==> config.mk <==
export PLATFORM = sky130hd
export DESIGN_NAME = interval_union_span_check_unit_flat
export DESIGN_NICKNAME = d
export VERILOG_FILES = /design/src/sv/ius_pkg.sv /design/src/sv/ius_channels.sv /design/src/sv/ius_front.sv /design/src/sv/ius_queue.sv /design/src/sv/ius_back.sv /design/src/sv/interval_union_span_check_unit.sv /design/src/flat_wrapper.sv
export SDC_FILE = /design/constraint.sdc
export NUM_CORES = 2
export LEC_CHECK = 0
export BUFFER_PORTS_ARGS = -buffer_cell sky130_fd_sc_hd__buf_2
export CELL_PAD_IN_SITES_DETAIL_PLACEMENT = 0
export CELL_PAD_IN_SITES_GLOBAL_PLACEMENT = 1
export CORE_MARGIN = 3
export CORE_UTILIZATION = 53
export CTS_CLUSTER_SIZE = 28
export DETAILED_ROUTE_END_ITERATION = 12
export PLACE_DENSITY = 0.79
export SYNTH_ARGS = -nofsm -noshare
export SYNTH_HDL_FRONTEND = slang
export SYNTH_SLANG_ARGS = --single-unit
==> constraint.sdc <==
create_clock -name i_clk -period 5.8 [get_ports i_clk]
set_input_delay 1.16 -clock i_clk [delete_from_list [all_inputs] [get_ports i_clk]]
set_output_delay 1.16 -clock i_clk [all_outputs]
set_load 0.005 [all_outputs]
==> src/sv/ius_pkg.sv <==
package ius_pkg;

    // Default sizes of the store and of one coordinate.
    localparam int unsigned MAX_INTERVALS_DEF = 64;
    localparam int unsigned COORD_WIDTH_DEF   = 16;

    // Width of the union coordinates in a result word.
    localparam int unsigned RES_WIDTH = 16;

    // Depth of the queue between the front and the back.
    localparam int unsigned QUEUE_DEPTH = 2;

    // Classification that the front attaches to every word.
    typedef struct packed {
        logic keep;
        logic last;
    } t_item_ctl;

    // Sequencer states of the back.
    typedef enum logic [2:0] {
        ST_IDLE,
        ST_INS_RD,
        ST_INS_CMP,
        ST_EV_RD,
        ST_EV_CMP,
        ST_OUT
    } t_back_state;

endpackage

==> src/sv/ius_channels.sv <==
// Input channel: one interval per word.
interface ius_in_if #(
    parameter int unsigned CW = ius_pkg::COORD_WIDTH_DEF
);
    logic          valid;
    logic          ready;
    logic [CW-1:0] span_begin;
    logic [CW-1:0] span_finish;
    logic          final_item;

    modport source (output valid, span_begin, span_finish, final_item, input ready);
    modport sink   (input valid, span_begin, span_finish, final_item, output ready);
endinterface

// Output channel: one result word per set.
interface ius_out_if;
    import ius_pkg::*;

    logic                 valid;
    logic                 ready;
    logic                 connected;
    logic [RES_WIDTH-1:0] union_begin;
    logic [RES_WIDTH-1:0] union_finish;
    logic                 overflowed;

    modport source (output valid, connected, union_begin, union_finish, overflowed,
                    input ready);
    modport sink   (input valid, connected, union_begin, union_finish, overflowed,
                    output ready);
endinterface

==> src/sv/ius_front.sv <==
module ius_front #(
    parameter int unsigned MAX_INTERVALS = ius_pkg::MAX_INTERVALS_DEF,
    parameter int unsigned COORD_WIDTH   = ius_pkg::COORD_WIDTH_DEF
) (
    input  logic                   i_clk,
    input  logic                   i_rst_n,
    ius_in_if.sink                 i_in,
    input  logic                   i_full,
    output logic                   o_push,
    output logic [COORD_WIDTH-1:0] o_begin,
    output logic [COORD_WIDTH-1:0] o_finish,
    output ius_pkg::t_item_ctl     o_ctl
);
    import ius_pkg::*;

    localparam int unsigned CNT_W = $clog2(MAX_INTERVALS + 1);

    logic [CNT_W-1:0] r_cnt;
    logic             w_acc;

    // A word is taken whenever the queue has room.
    assign i_in.ready = !i_full;
    assign w_acc      = i_in.valid && !i_full;

    // Classify: a word finds room in the store only while the set is below depth.
    assign o_push     = w_acc;
    assign o_begin    = i_in.span_begin;
    assign o_finish   = i_in.span_finish;
    assign o_ctl.keep = (r_cnt < CNT_W'(MAX_INTERVALS));
    assign o_ctl.last = i_in.final_item;

    // Count of kept words in the current set, cleared by the marked word.
    always_ff @(posedge i_clk) begin
        if (!i_rst_n) begin
            r_cnt <= '0;
        end else if (w_acc) begin
            if (i_in.final_item) begin
                r_cnt <= '0;
            end else if (o_ctl.keep) begin
                r_cnt <= r_cnt + CNT_W'(1);
            end
        end
    end

endmodule

==> src/sv/ius_queue.sv <==
module ius_queue #(
    parameter int unsigned WIDTH = 34,
    parameter int unsigned DEPTH = ius_pkg::QUEUE_DEPTH
) (
    input  logic             i_clk,
    input  logic             i_rst_n,
    input  logic             i_push,
    input  logic [WIDTH-1:0] i_data,
    output logic             o_full,
    input  logic             i_pop,
    output logic [WIDTH-1:0] o_data,
    output logic             o_empty
);
    localparam int unsigned PTR_W = (DEPTH > 1) ? $clog2(DEPTH) : 1;
    localparam int unsigned CNT_W = $clog2(DEPTH + 1);

    logic [WIDTH-1:0] r_mem [DEPTH];
    logic [PTR_W-1:0] r_wr;
    logic [PTR_W-1:0] r_rd;
    logic [CNT_W-1:0] r_cnt;
    logic             w_push;
    logic             w_pop;

    assign o_full  = (r_cnt == CNT_W'(DEPTH));
    assign o_empty = (r_cnt == '0);
    assign o_data  = r_mem[r_rd];
    assign w_push  = i_push && !o_full;
    assign w_pop   = i_pop && !o_empty;

    // Entry storage.
    always_ff @(posedge i_clk) begin
        if (w_push) begin
            r_mem[r_wr] <= i_data;
        end
    end

    // Pointers and fill level, wrapping at the depth.
    always_ff @(posedge i_clk) begin
        if (!i_rst_n) begin
            r_wr  <= '0;
            r_rd  <= '0;
            r_cnt <= '0;
        end else begin
            if (w_push) begin
                r_wr <= (r_wr == PTR_W'(DEPTH - 1)) ? '0 : r_wr + PTR_W'(1);
            end
            if (w_pop) begin
                r_rd <= (r_rd == PTR_W'(DEPTH - 1)) ? '0 : r_rd + PTR_W'(1);
            end
            if (w_push && !w_pop) begin
                r_cnt <= r_cnt + CNT_W'(1);
            end else if (w_pop && !w_push) begin
                r_cnt <= r_cnt - CNT_W'(1);
            end
        end
    end

endmodule

==> src/sv/ius_back.sv <==
module ius_back #(
    parameter int unsigned MAX_INTERVALS = ius_pkg::MAX_INTERVALS_DEF,
    parameter int unsigned COORD_WIDTH   = ius_pkg::COORD_WIDTH_DEF
) (
    input  logic                   i_clk,
    input  logic                   i_rst_n,
    input  logic                   i_empty,
    output logic                   o_pop,
    input  logic [COORD_WIDTH-1:0] i_begin,
    input  logic [COORD_WIDTH-1:0] i_finish,
    input  ius_pkg::t_item_ctl     i_ctl,
    ius_out_if.source              o_out
);
    import ius_pkg::*;

    localparam int unsigned AW    = (MAX_INTERVALS > 1) ? $clog2(MAX_INTERVALS) : 1;
    localparam int unsigned CNT_W = $clog2(MAX_INTERVALS + 1);
    localparam int unsigned DW    = 2 * COORD_WIDTH;

    t_back_state r_state;
    t_back_state n_state;

    // Interval under insertion.
    logic [COORD_WIDTH-1:0] r_b;
    logic [COORD_WIDTH-1:0] r_f;
    logic                   r_last;

    // Store bookkeeping.
    logic [CNT_W-1:0]       r_cnt;
    logic [CNT_W-1:0]       r_pos;
    logic [CNT_W-1:0]       w_pos_m1;
    logic                   r_ovf;

    // Evaluation walk.
    logic [CNT_W-1:0]       r_idx;
    logic [COORD_WIDTH-1:0] r_lo;
    logic [COORD_WIDTH-1:0] r_hi;
    logic                   r_join;

    // Ordered store with one write and one registered read port.
    logic [DW-1:0]          r_mem [MAX_INTERVALS];
    logic [DW-1:0]          r_rd;
    logic [COORD_WIDTH-1:0] w_rd_begin;
    logic [COORD_WIDTH-1:0] w_rd_finish;
    logic                   w_we;
    logic [AW-1:0]          w_waddr;
    logic [DW-1:0]          w_wdata;
    logic [AW-1:0]          w_raddr;

    // Result register.
    logic                   r_ov;
    logic                   r_oconn;
    logic [RES_WIDTH-1:0]   r_obeg;
    logic [RES_WIDTH-1:0]   r_ofin;
    logic                   r_oovf;

    logic                   w_shift;
    logic                   w_ins_done;
    logic                   w_out_free;
    logic                   w_load;
    logic                   w_ev_init;

    assign w_rd_begin  = r_rd[DW-1:COORD_WIDTH];
    assign w_rd_finish = r_rd[COORD_WIDTH-1:0];
    assign w_pos_m1    = r_pos - CNT_W'(1);
    assign w_shift     = (w_rd_begin > r_b);
    assign w_ins_done  = ((r_state == ST_INS_RD) && (r_pos == '0))
                      || ((r_state == ST_INS_CMP) && !w_shift);
    assign w_out_free  = !r_ov || o_out.ready;

    // Next state.
    always_comb begin
        n_state = r_state;
        case (r_state)
            ST_IDLE: begin
                if (!i_empty) begin
                    if (i_ctl.keep) begin
                        n_state = ST_INS_RD;
                    end else if (i_ctl.last) begin
                        n_state = ST_EV_RD;
                    end
                end
            end
            ST_INS_RD: begin
                if (r_pos == '0) begin
                    n_state = r_last ? ST_EV_RD : ST_IDLE;
                end else begin
                    n_state = ST_INS_CMP;
                end
            end
            ST_INS_CMP: begin
                if (w_shift) begin
                    n_state = ST_INS_RD;
                end else begin
                    n_state = r_last ? ST_EV_RD : ST_IDLE;
                end
            end
            ST_EV_RD: begin
                n_state = (r_idx == r_cnt) ? ST_OUT : ST_EV_CMP;
            end
            ST_EV_CMP: begin
                n_state = ST_EV_RD;
            end
            ST_OUT: begin
                if (w_out_free) begin
                    n_state = ST_IDLE;
                end
            end
            default: begin
                n_state = ST_IDLE;
            end
        endcase
    end

    // Control outputs of the sequencer.
    always_comb begin
        o_pop   = 1'b0;
        w_we    = 1'b0;
        w_waddr = r_pos[AW-1:0];
        w_wdata = {r_b, r_f};
        w_raddr = r_idx[AW-1:0];
        w_load  = 1'b0;
        case (r_state)
            ST_IDLE: begin
                o_pop = !i_empty;
            end
            ST_INS_RD: begin
                w_raddr = w_pos_m1[AW-1:0];
                w_we    = (r_pos == '0);
            end
            ST_INS_CMP: begin
                w_we = 1'b1;
                if (w_shift) begin
                    w_wdata = r_rd;
                end
            end
            ST_OUT: begin
                w_load = w_out_free;
            end
            default: begin
                o_pop = 1'b0;
            end
        endcase
    end

    // The walk starts fresh whenever it is entered from idle or from the insertion side.
    assign w_ev_init = (n_state == ST_EV_RD) && (r_state != ST_EV_CMP);

    always_ff @(posedge i_clk) begin
        if (!i_rst_n) begin
            r_state <= ST_IDLE;
        end else begin
            r_state <= n_state;
        end
    end

    // Store write port and registered read port.
    always_ff @(posedge i_clk) begin
        if (w_we) begin
            r_mem[w_waddr] <= w_wdata;
        end
        r_rd <= r_mem[w_raddr];
    end

    // Latch the popped word; its insertion starts at the end of the store.
    always_ff @(posedge i_clk) begin
        if (o_pop) begin
            r_b    <= i_begin;
            r_f    <= i_finish;
            r_last <= i_ctl.last;
        end
    end

    // Insertion position walks down while stored starts are greater.
    always_ff @(posedge i_clk) begin
        if (o_pop) begin
            r_pos <= r_cnt;
        end else if ((r_state == ST_INS_CMP) && w_shift) begin
            r_pos <= w_pos_m1;
        end
    end

    // Fill count and drop mark of the current set.
    always_ff @(posedge i_clk) begin
        if (!i_rst_n) begin
            r_cnt <= '0;
            r_ovf <= 1'b0;
        end else if (w_load) begin
            r_cnt <= '0;
            r_ovf <= 1'b0;
        end else begin
            if (w_ins_done) begin
                r_cnt <= r_cnt + CNT_W'(1);
            end
            if (o_pop && !i_ctl.keep) begin
                r_ovf <= 1'b1;
            end
        end
    end

    // Running greatest end and gap detection over the ordered store.
    always_ff @(posedge i_clk) begin
        if (w_ev_init) begin
            r_idx  <= '0;
            r_lo   <= '0;
            r_hi   <= '0;
            r_join <= 1'b1;
        end else if (r_state == ST_EV_CMP) begin
            r_idx <= r_idx + CNT_W'(1);
            if (r_idx == '0) begin
                r_lo <= w_rd_begin;
                r_hi <= w_rd_finish;
            end else begin
                if (w_rd_begin > r_hi) begin
                    r_join <= 1'b0;
                end
                if (w_rd_finish > r_hi) begin
                    r_hi <= w_rd_finish;
                end
            end
        end
    end

    // Result word waits here while the back goes on with the next set.
    always_ff @(posedge i_clk) begin
        if (!i_rst_n) begin
            r_ov <= 1'b0;
        end else if (w_load) begin
            r_ov <= 1'b1;
        end else if (o_out.ready) begin
            r_ov <= 1'b0;
        end
    end

    always_ff @(posedge i_clk) begin
        if (w_load) begin
            r_oconn <= r_join;
            r_obeg  <= r_join ? RES_WIDTH'(r_lo) : '0;
            r_ofin  <= r_join ? RES_WIDTH'(r_hi) : '0;
            r_oovf  <= r_ovf;
        end
    end

    assign o_out.valid        = r_ov;
    assign o_out.connected    = r_oconn;
    assign o_out.union_begin  = r_obeg;
    assign o_out.union_finish = r_ofin;
    assign o_out.overflowed   = r_oovf;

endmodule

==> src/sv/interval_union_span_check_unit.sv <==
// Flow: the back pops one word at a time from the queue and inserts it into the ordered store,
// moving each stored interval with a greater start up one place; after a set's marked word,
// kept or dropped, it walks the store and loads the result register once that is free.
// A two-entry queue buffers words, so the front can take words while the back is busy.
// Reset clears the set count, drop mark, queue and result valid; the store is not cleared.
module interval_union_span_check_unit #(
    parameter int unsigned MAX_INTERVALS = ius_pkg::MAX_INTERVALS_DEF,
    parameter int unsigned COORD_WIDTH   = ius_pkg::COORD_WIDTH_DEF
) (
    input  logic       i_clk,
    input  logic       i_rst_n,
    ius_in_if.sink     i_in,
    ius_out_if.source  o_out
);
    import ius_pkg::*;

    localparam int unsigned QW = 2 * COORD_WIDTH + $bits(t_item_ctl);

    logic                   w_push;
    logic                   w_full;
    logic                   w_pop;
    logic                   w_empty;
    logic [COORD_WIDTH-1:0] w_fr_begin;
    logic [COORD_WIDTH-1:0] w_fr_finish;
    t_item_ctl              w_fr_ctl;
    logic [QW-1:0]          w_q_in;
    logic [QW-1:0]          w_q_out;
    logic [COORD_WIDTH-1:0] w_bk_begin;
    logic [COORD_WIDTH-1:0] w_bk_finish;
    t_item_ctl              w_bk_ctl;

    // Front: takes words and marks each as kept or dropped.
    ius_front #(
        .MAX_INTERVALS (MAX_INTERVALS),
        .COORD_WIDTH   (COORD_WIDTH)
    ) u_front (
        .i_clk    (i_clk),
        .i_rst_n  (i_rst_n),
        .i_in     (i_in),
        .i_full   (w_full),
        .o_push   (w_push),
        .o_begin  (w_fr_begin),
        .o_finish (w_fr_finish),
        .o_ctl    (w_fr_ctl)
    );

    assign w_q_in = {w_fr_begin, w_fr_finish, w_fr_ctl};

    // Queue between the two halves.
    ius_queue #(
        .WIDTH (QW),
        .DEPTH (QUEUE_DEPTH)
    ) u_queue (
        .i_clk   (i_clk),
        .i_rst_n (i_rst_n),
        .i_push  (w_push),
        .i_data  (w_q_in),
        .o_full  (w_full),
        .i_pop   (w_pop),
        .o_data  (w_q_out),
        .o_empty (w_empty)
    );

    assign w_bk_begin  = w_q_out[QW-1 -: COORD_WIDTH];
    assign w_bk_finish = w_q_out[QW-COORD_WIDTH-1 -: COORD_WIDTH];
    assign w_bk_ctl    = w_q_out[$bits(t_item_ctl)-1:0];

    // Back: ordered insertion, span walk and result register.
    ius_back #(
        .MAX_INTERVALS (MAX_INTERVALS),
        .COORD_WIDTH   (COORD_WIDTH)
    ) u_back (
        .i_clk    (i_clk),
        .i_rst_n  (i_rst_n),
        .i_empty  (w_empty),
        .o_pop    (w_pop),
        .i_begin  (w_bk_begin),
        .i_finish (w_bk_finish),
        .i_ctl    (w_bk_ctl),
        .o_out    (o_out)
    );

endmodule

==> src/flat_wrapper.sv <==
// flat-port wrapper written by rule: the top's interface ports become plain ports
module interval_union_span_check_unit_flat import ius_pkg::*;
#(
    parameter int unsigned MAX_INTERVALS = ius_pkg::MAX_INTERVALS_DEF,
    parameter int unsigned COORD_WIDTH   = ius_pkg::COORD_WIDTH_DEF
)
  (i_clk, i_rst_n, i_in_valid, i_in_span_begin, i_in_span_finish, i_in_final_item, i_in_ready, o_out_valid, o_out_connected, o_out_union_begin, o_out_union_finish, o_out_overflowed, o_out_ready);
  ius_in_if i_in_i ();
  ius_out_if o_out_i ();
  input  logic i_clk;
  input  logic i_rst_n;
  input wire logic [$bits(i_in_i.valid)-1:0] i_in_valid;
  input wire logic [$bits(i_in_i.span_begin)-1:0] i_in_span_begin;
  input wire logic [$bits(i_in_i.span_finish)-1:0] i_in_span_finish;
  input wire logic [$bits(i_in_i.final_item)-1:0] i_in_final_item;
  output wire logic [$bits(i_in_i.ready)-1:0] i_in_ready;
  output wire logic [$bits(o_out_i.valid)-1:0] o_out_valid;
  output wire logic [$bits(o_out_i.connected)-1:0] o_out_connected;
  output wire logic [$bits(o_out_i.union_begin)-1:0] o_out_union_begin;
  output wire logic [$bits(o_out_i.union_finish)-1:0] o_out_union_finish;
  output wire logic [$bits(o_out_i.overflowed)-1:0] o_out_overflowed;
  input wire logic [$bits(o_out_i.ready)-1:0] o_out_ready;
  assign i_in_i.valid = i_in_valid;
  assign i_in_i.span_begin = i_in_span_begin;
  assign i_in_i.span_finish = i_in_span_finish;
  assign i_in_i.final_item = i_in_final_item;
  assign i_in_ready = i_in_i.ready;
  assign o_out_valid = o_out_i.valid;
  assign o_out_connected = o_out_i.connected;
  assign o_out_union_begin = o_out_i.union_begin;
  assign o_out_union_finish = o_out_i.union_finish;
  assign o_out_overflowed = o_out_i.overflowed;
  assign o_out_i.ready = o_out_ready;
  interval_union_span_check_unit #(.MAX_INTERVALS(MAX_INTERVALS), .COORD_WIDTH(COORD_WIDTH)) u_core (.i_clk(i_clk), .i_rst_n(i_rst_n), .i_in(i_in_i), .o_out(o_out_i));
endmodule
; ---- Yosys cells after proc, flatten, opt, wreduce, memory -nomap -nowiden
; Memory sizes are Yosys's and may differ from the RTL's. A register that Yosys moved wholly into a read port is not among the register bits.
; Index checks and enable logic that the tools add are counted.
[classes]
add_sub_neg = 8
order_cmp = 4
n_eq_ne = 9
muxes = 33
bitwise_logic = 2
n_reduce_logical = 33
[op_table]
columns = cell, n
row1 = two-way mux 32 bit, 2
row2 = > comparator 16 bit, 3
row3 = two-way mux 16 bit, 2
row4 = two-way mux 7 bit, 4
row5 = adder 7 x 1 -> 7 bit (second input constant), 3
row6 = case mux 3 bit (6 select lines), 1
row7 = logical NOT 7 bit, 2
row8 = two-way mux 1 bit, 13
row9 = two-way mux 3 bit, 4
row10 = logical AND 1 bit, 10
row11 = two-way mux 2 bit, 5
row12 = nonzero test 2 bit, 5
row13 = equality test 3 x 2 -> 1 bit (second input constant), 3
row14 = equality test 7 bit, 1
row15 = logical NOT 1 bit, 7
row16 = < comparator 7 bit (second input constant), 1
row17 = subtractor 7 x 1 -> 7 bit (second input constant), 1
row18 = equality test 3 bit (second input constant), 2
row19 = two-way mux 6 bit, 1
row20 = AND reduction 2 bit, 3
row21 = equality test 3 x 1 -> 1 bit (second input constant), 1
row22 = logical NOT 3 bit, 1
row23 = inequality test 3 bit (second input constant), 1
row24 = AND reduction 3 bit, 1
row25 = other kinds (9), 12
[word_totals]
regBits = 137
ramBits = 2116
input_bits = 37
out_inout_bits = 36
word_cells = 111
n_memories = 2
[mem_list]
columns = name, depth, word_bits, rd, rd_clocked_by_memory_dff, wr, line
row1 = u_core.u_back.r_mem, 64, 32, 1, 1, 1, ius_back.sv:41  ; logic [DW-1:0] r_mem [MAX_INTERVALS];
row2 = u_core.u_queue.r_mem, 2, 34, 1, 1, 1, ius_queue.sv:17  ; logic [WIDTH-1:0] r_mem [DEPTH];

; ---- Longest topological paths before layout
[logic_depth]
word_depth = 8
mapped_depth = 14
mapped_depth_nobuf = 10

; ---- Hierarchy
; From an unflattened synthesis, not the netlist that was laid out.
[hier_totals]
cells_unflattened = 6313
hier_area_um2 = 91408.9
[modules_own_cells]
columns = mod, n_inst, cells_each, area_each_um2, seq_area_each_um2
row1 = ius_back, 1, 6103, 88079.5, 65402.7
row2 = ius_queue, 1, 131, 2686.3, 2142.1
row3 = ius_front, 1, 79, 643.1, 140.1

; ---- Worst setup path before layout
; Ideal clock, no wire load.
[synth_path]
path_type = flip-flop to flip-flop
startpoint = register u_core.u_back.r_b[13]
endpoint = memory u_core.u_back.r_mem[0][17] (netlist bit), data pin
setup_ps = 702
t_arrival_ps = 4428
required_ps = 5098
slack_ps = 670
stages_incl_launch_ff = 10
n_path_buf = 2
period_less_slack_ps = 5130
cell_sequence = edfxtp_1 > inv_1 > ha_1 > a21o_1 > a21o_1 > a211oi_1 > a21oi_1 > clkbuf_1 > clkbuf_1 > o21ai_0
[synth_via]
elab_chain_cells = 3
[synth_rtl]
columns = element, line
row1 = from (decl), ius_back.sv:24  ; logic [COORD_WIDTH-1:0] r_b;
row2 = from (signal assigned), ius_back.sv:168  ; r_b <= i_begin;
row3 = > comparator 16 bit, ius_back.sv:66  ; assign w_shift = (w_rd_begin > r_b);
row4 = two-way mux 32 bit, ius_back.sv:133  ; if (w_shift) begin
row5 = two-way mux 32 bit, ius_back.sv:123  ; case (r_state)
row6 = named net u_core.u_back.w_wdata[17], ius_back.sv:47  ; logic [DW-1:0] w_wdata;
row7 = to (decl), ius_back.sv:41
; The timed path passes the listed nets, and every way through them passes these cells.

; ---- Final worst setup path
[layout_path]
startpoint = register u_core.u_back.r_state[0]
endpoint = register u_core.u_back.r_rd[6], read port of u_core.u_back.r_mem
[layout_via]
elab_chain_cells = 2
[layout_rtl]
columns = element, line
row1 = from (decl), ius_back.sv:20  ; t_back_state r_state;
row2 = from (signal assigned), ius_back.sv:153  ; r_state <= n_state;
row3 = equality test 3 x 1 -> 1 bit, ius_back.sv:123
row4 = two-way mux 6 bit, ius_back.sv:123
row5 = to (decl), ius_back.sv:42  ; logic [DW-1:0] r_rd;
; Every way passes these cells.
; A chain may end at the register's enable or synchronous reset.

==> flow_metrics.tcl <==
set metrics [dict create \
    maxSlewViolCount 0 \
    synthMuxAreaShare_pct 2.33 \
    final_cell_mix "edfxtp_1, nand2_1, nand3_1" \
    syn_avg_cell_area_um2 13.3 \
    fin_skew_ns 0.0380 \
    synth_top_family_by_area "simple AND/OR/NAND/NOR gates" \
    finalSetupTns_ns 0 \
    cts_sinks 2286 \
    place_area_um2 95200 \
    crit_type "flip-flop to flip-flop" \
    grt_remaining_overflow 0 \
    vias_per_cell 6.23 \
    syn_nets 6905 \
    synth_edf_count 2190 \
    postRouteAntennaNets 0 \
    async_flop_share_pct 0 \
    track_usage_pct 30.5 \
    worstSetupEndpointType "flip-flop" \
    avgRoutedWirePerCell_um 28.8 \
    holdPathEnd "u_core.u_back.o_out.overflowed" \
    die_h_um 419 \
    critical_path_arrival_ns 5.75 \
    ir_drop_uv 807 \
    die_w_um 419 \
    status "completed" \
    synth_top_flop_cell "edfxtp_1" \
    holdBufCountCts 0 \
    clk_latency_ns 0.88 \
    grt_pass1_wl_mm 387 \
    dieArea_um2 176000 \
    cts_tree "done" \
    postCtsSetupBuffers 0 \
    yosysWarnings 0 \
    drv_cap 0 \
    setup_viol 0 \
    powerDensity_nw_per_um2 644 \
    timing.fmax_mhz 201 \
    place_congestion 0.905 \
    start_util_pct 53.4 \
    yosysSeqAreaShare_pct 74.7 \
    grt_max_degree 136 \
    synth_xor_area_share_pct 0.269 \
    cts_inserted_buffers 222 \
    cp-startpoint "u_core.u_back.r_state[0]" \
    synth_fa_ha_area_share_pct 0.746 \
    root_buffer "clkbuf_16" \
    fin_area_um2 102000 \
    synth-compound-area-share_pct 5.32 \
    worstPathRequired_ns 6.59 \
    holdPathStages 0 \
    fin_crit_sh_pct 85.6 \
    cts_buffer_depth 3 \
    crit_fanout 20 \
    syn_inst 6814 \
    rsz0062_at_grt "false" \
    clkTransAtPathRegs_ns 0.06 \
    ys_ff_latch 2286 \
    ys_types 71 \
    synth_area_um2 90600 \
    drcViolationCount 0 \
    hold_viol_final 0 \
    area_growth_pct 12.9 \
    worst_setup_path_start_kind "flip-flop" \
    r2r_start "u_core.u_back.r_state[0]" \
    vias 58600 \
    cts_max_level 4 \
    synth-simple-area-share_pct 14.3 \
    first_global_vias 55200 \
    r2r_slack_ns 0.84 \
    coreArea_um2 170000 \
    r2r-end "u_core.u_back.r_rd[6]" \
    worst_slew_pin_slew_ns 1.46 \
    drive_gt1_share_pct 12.0 \
    final_common_cell "edfxtp_1" \
    port_buffers 72 \
    slew_headroom_pct 2.69 \
    finalCriticalPeriod_ns 4.96 \
    worstHoldStart "u_core.u_back.r_ovf" \
    fillers 13000 \
    worstRegToRegCells 12 \
    rows 151 \
    drt_wl_total_mm 271 \
    firstDrtPassIters 6 \
    p_leak_nw 35.3 \
    hold_class "flip-flop to flip-flop" \
    cts_resized 0 \
    hpwl_mm 157 \
    antenna_found_initial 18 \
    layout.nets 7066 \
    drt_first_iter_violations 8479 \
    ios 73 \
]
==> critical path: stages, from the launching register on <==
cell and delay (ns):
dfxtp_1 0.71, or3b_1 0.73, a21boi_4 0.68, buf_12 0.27, buf_4 0.29, buf_4 0.29, nand2_1 0.08, and3_1 0.17
a31oi_1 0.21, o22ai_1 0.14, o31ai_1 0.75, buf_4 0.32, and4_1 0.20
==> stage by stage <==
| step | hold slack [ns] | utilization, % | power (mW) | worst slack (ns) | std cells |
|---|---|---|---|---|---|
| 6_report | 0.438 | 60.3 | 65.9 | 0.835 | 9404 |
| 5_1_grt | 0.461 | 60.3 | 68.4 | 0.730 | 9393 |
| 4_1_cts | 0.428 | 60.3 | 65.4 | 0.951 | 9389 |
| 3_5_place_dp | 0.422 | 56.1 | 51.5 | 1.02 | 8969 |
| 3_3_place_gp | 0.419 | 56.1 | 51.0 | 0.270 | 8967 |
| 2_1_floorplan | 0.409 | - | 38.9 | 0.670 | 6814 |
==> cells in the mapped netlist, types with 54 or more instances <==
master,count,area share [%]
ha_1,54,0.75
and3_1,134,0.93
nand3_1,611,3.4
nand2_1,1924,8.0
o22ai_1,73,0.50
a21oi_1,307,1.7
clkbuf_1,170,0.70
nor2_1,153,0.63
o21ai_0,64,0.35
edfxtp_1,2190,73
a31oi_1,209,1.4
buf_2,175,0.97
mux2i_1,79,0.87
dfxtp_1,96,2.1
==> power breakdown <==
part	total (mW)	internal, mW	switching (mW)
Sequential	22.3	21.5	0.837
Clock	14.0	7.76	6.23
Combinational	29.6	8.05	21.5
Total	65.9	37.3	28.6
==> routing by layer <==
metal,vias to the layer above,track usage [%],routed length [µm]
li1,25400,-,-
met1,29200,42.2,104000
met2,3453,47.2,123000
met3,596,6.71,31200
met4,8,12.8,12000
met5,-,0,55
==> worst max-delay path by stage <==
stage                                       to  slack, ns
floorplan           u_core.u_back.r_mem[0][17]       0.67
global placement         u_core.u_back.r_rd[9]       0.27
detailed placement       u_core.u_back.r_rd[6]       1.02
CTS                      u_core.u_back.r_rd[6]       0.95
global route            u_core.u_back.r_rd[25]       0.73
finish                   u_core.u_back.r_rd[6]       0.84
==> final cells by class <==
cell class / instances / area (µm²) / share of cell area [%]
diodes: 15 / 37.5 / 0.0367
clock buffers: 284 / 5880 / 5.75
clock inverters: 136 / 1150 / 1.12
inverters: 43 / 161 / 0.158
multi-input cells: 4060 / 21700 / 21.2
flip-flops and latches: 2286 / 67700 / 66.2
well taps: 2218 / 2780 / 2.71
repair buffers: 362 / 2970 / 2.90
==> logic make-up after synthesis <==
kind of cell,after synthesis
multiplexers,163
AND/OR/NAND/NOR,3018
flip-flops,2286
XOR/XNOR,27
adder cells (fa/ha/maj),54
buffers and inverters,468
AO/OA/AOI/OAI,798
==> state kept, by name (all words and copies together) (netlist names), 2 cells and up, named ones only <==
name and cells:
u_core.u_back.r_mem 2048, u_core.u_back.o_out.union_finish 16, u_core.u_back.r_rd 32, u_core.u_back.r_cnt 7, u_core.u_back.o_out.union_begin 16, u_core.u_back.r_f 16, u_core.u_queue.r_mem 68, u_core.u_back.r_lo 16
u_core.u_front.r_cnt 7, u_core.u_back.r_hi 16, u_core.u_queue.r_cnt 2, u_core.u_back.r_pos 7, u_core.u_back.r_b 16, u_core.u_back.r_state 3, u_core.u_back.r_idx 7
No activity file was read; power rests on OpenSTA's default activity.
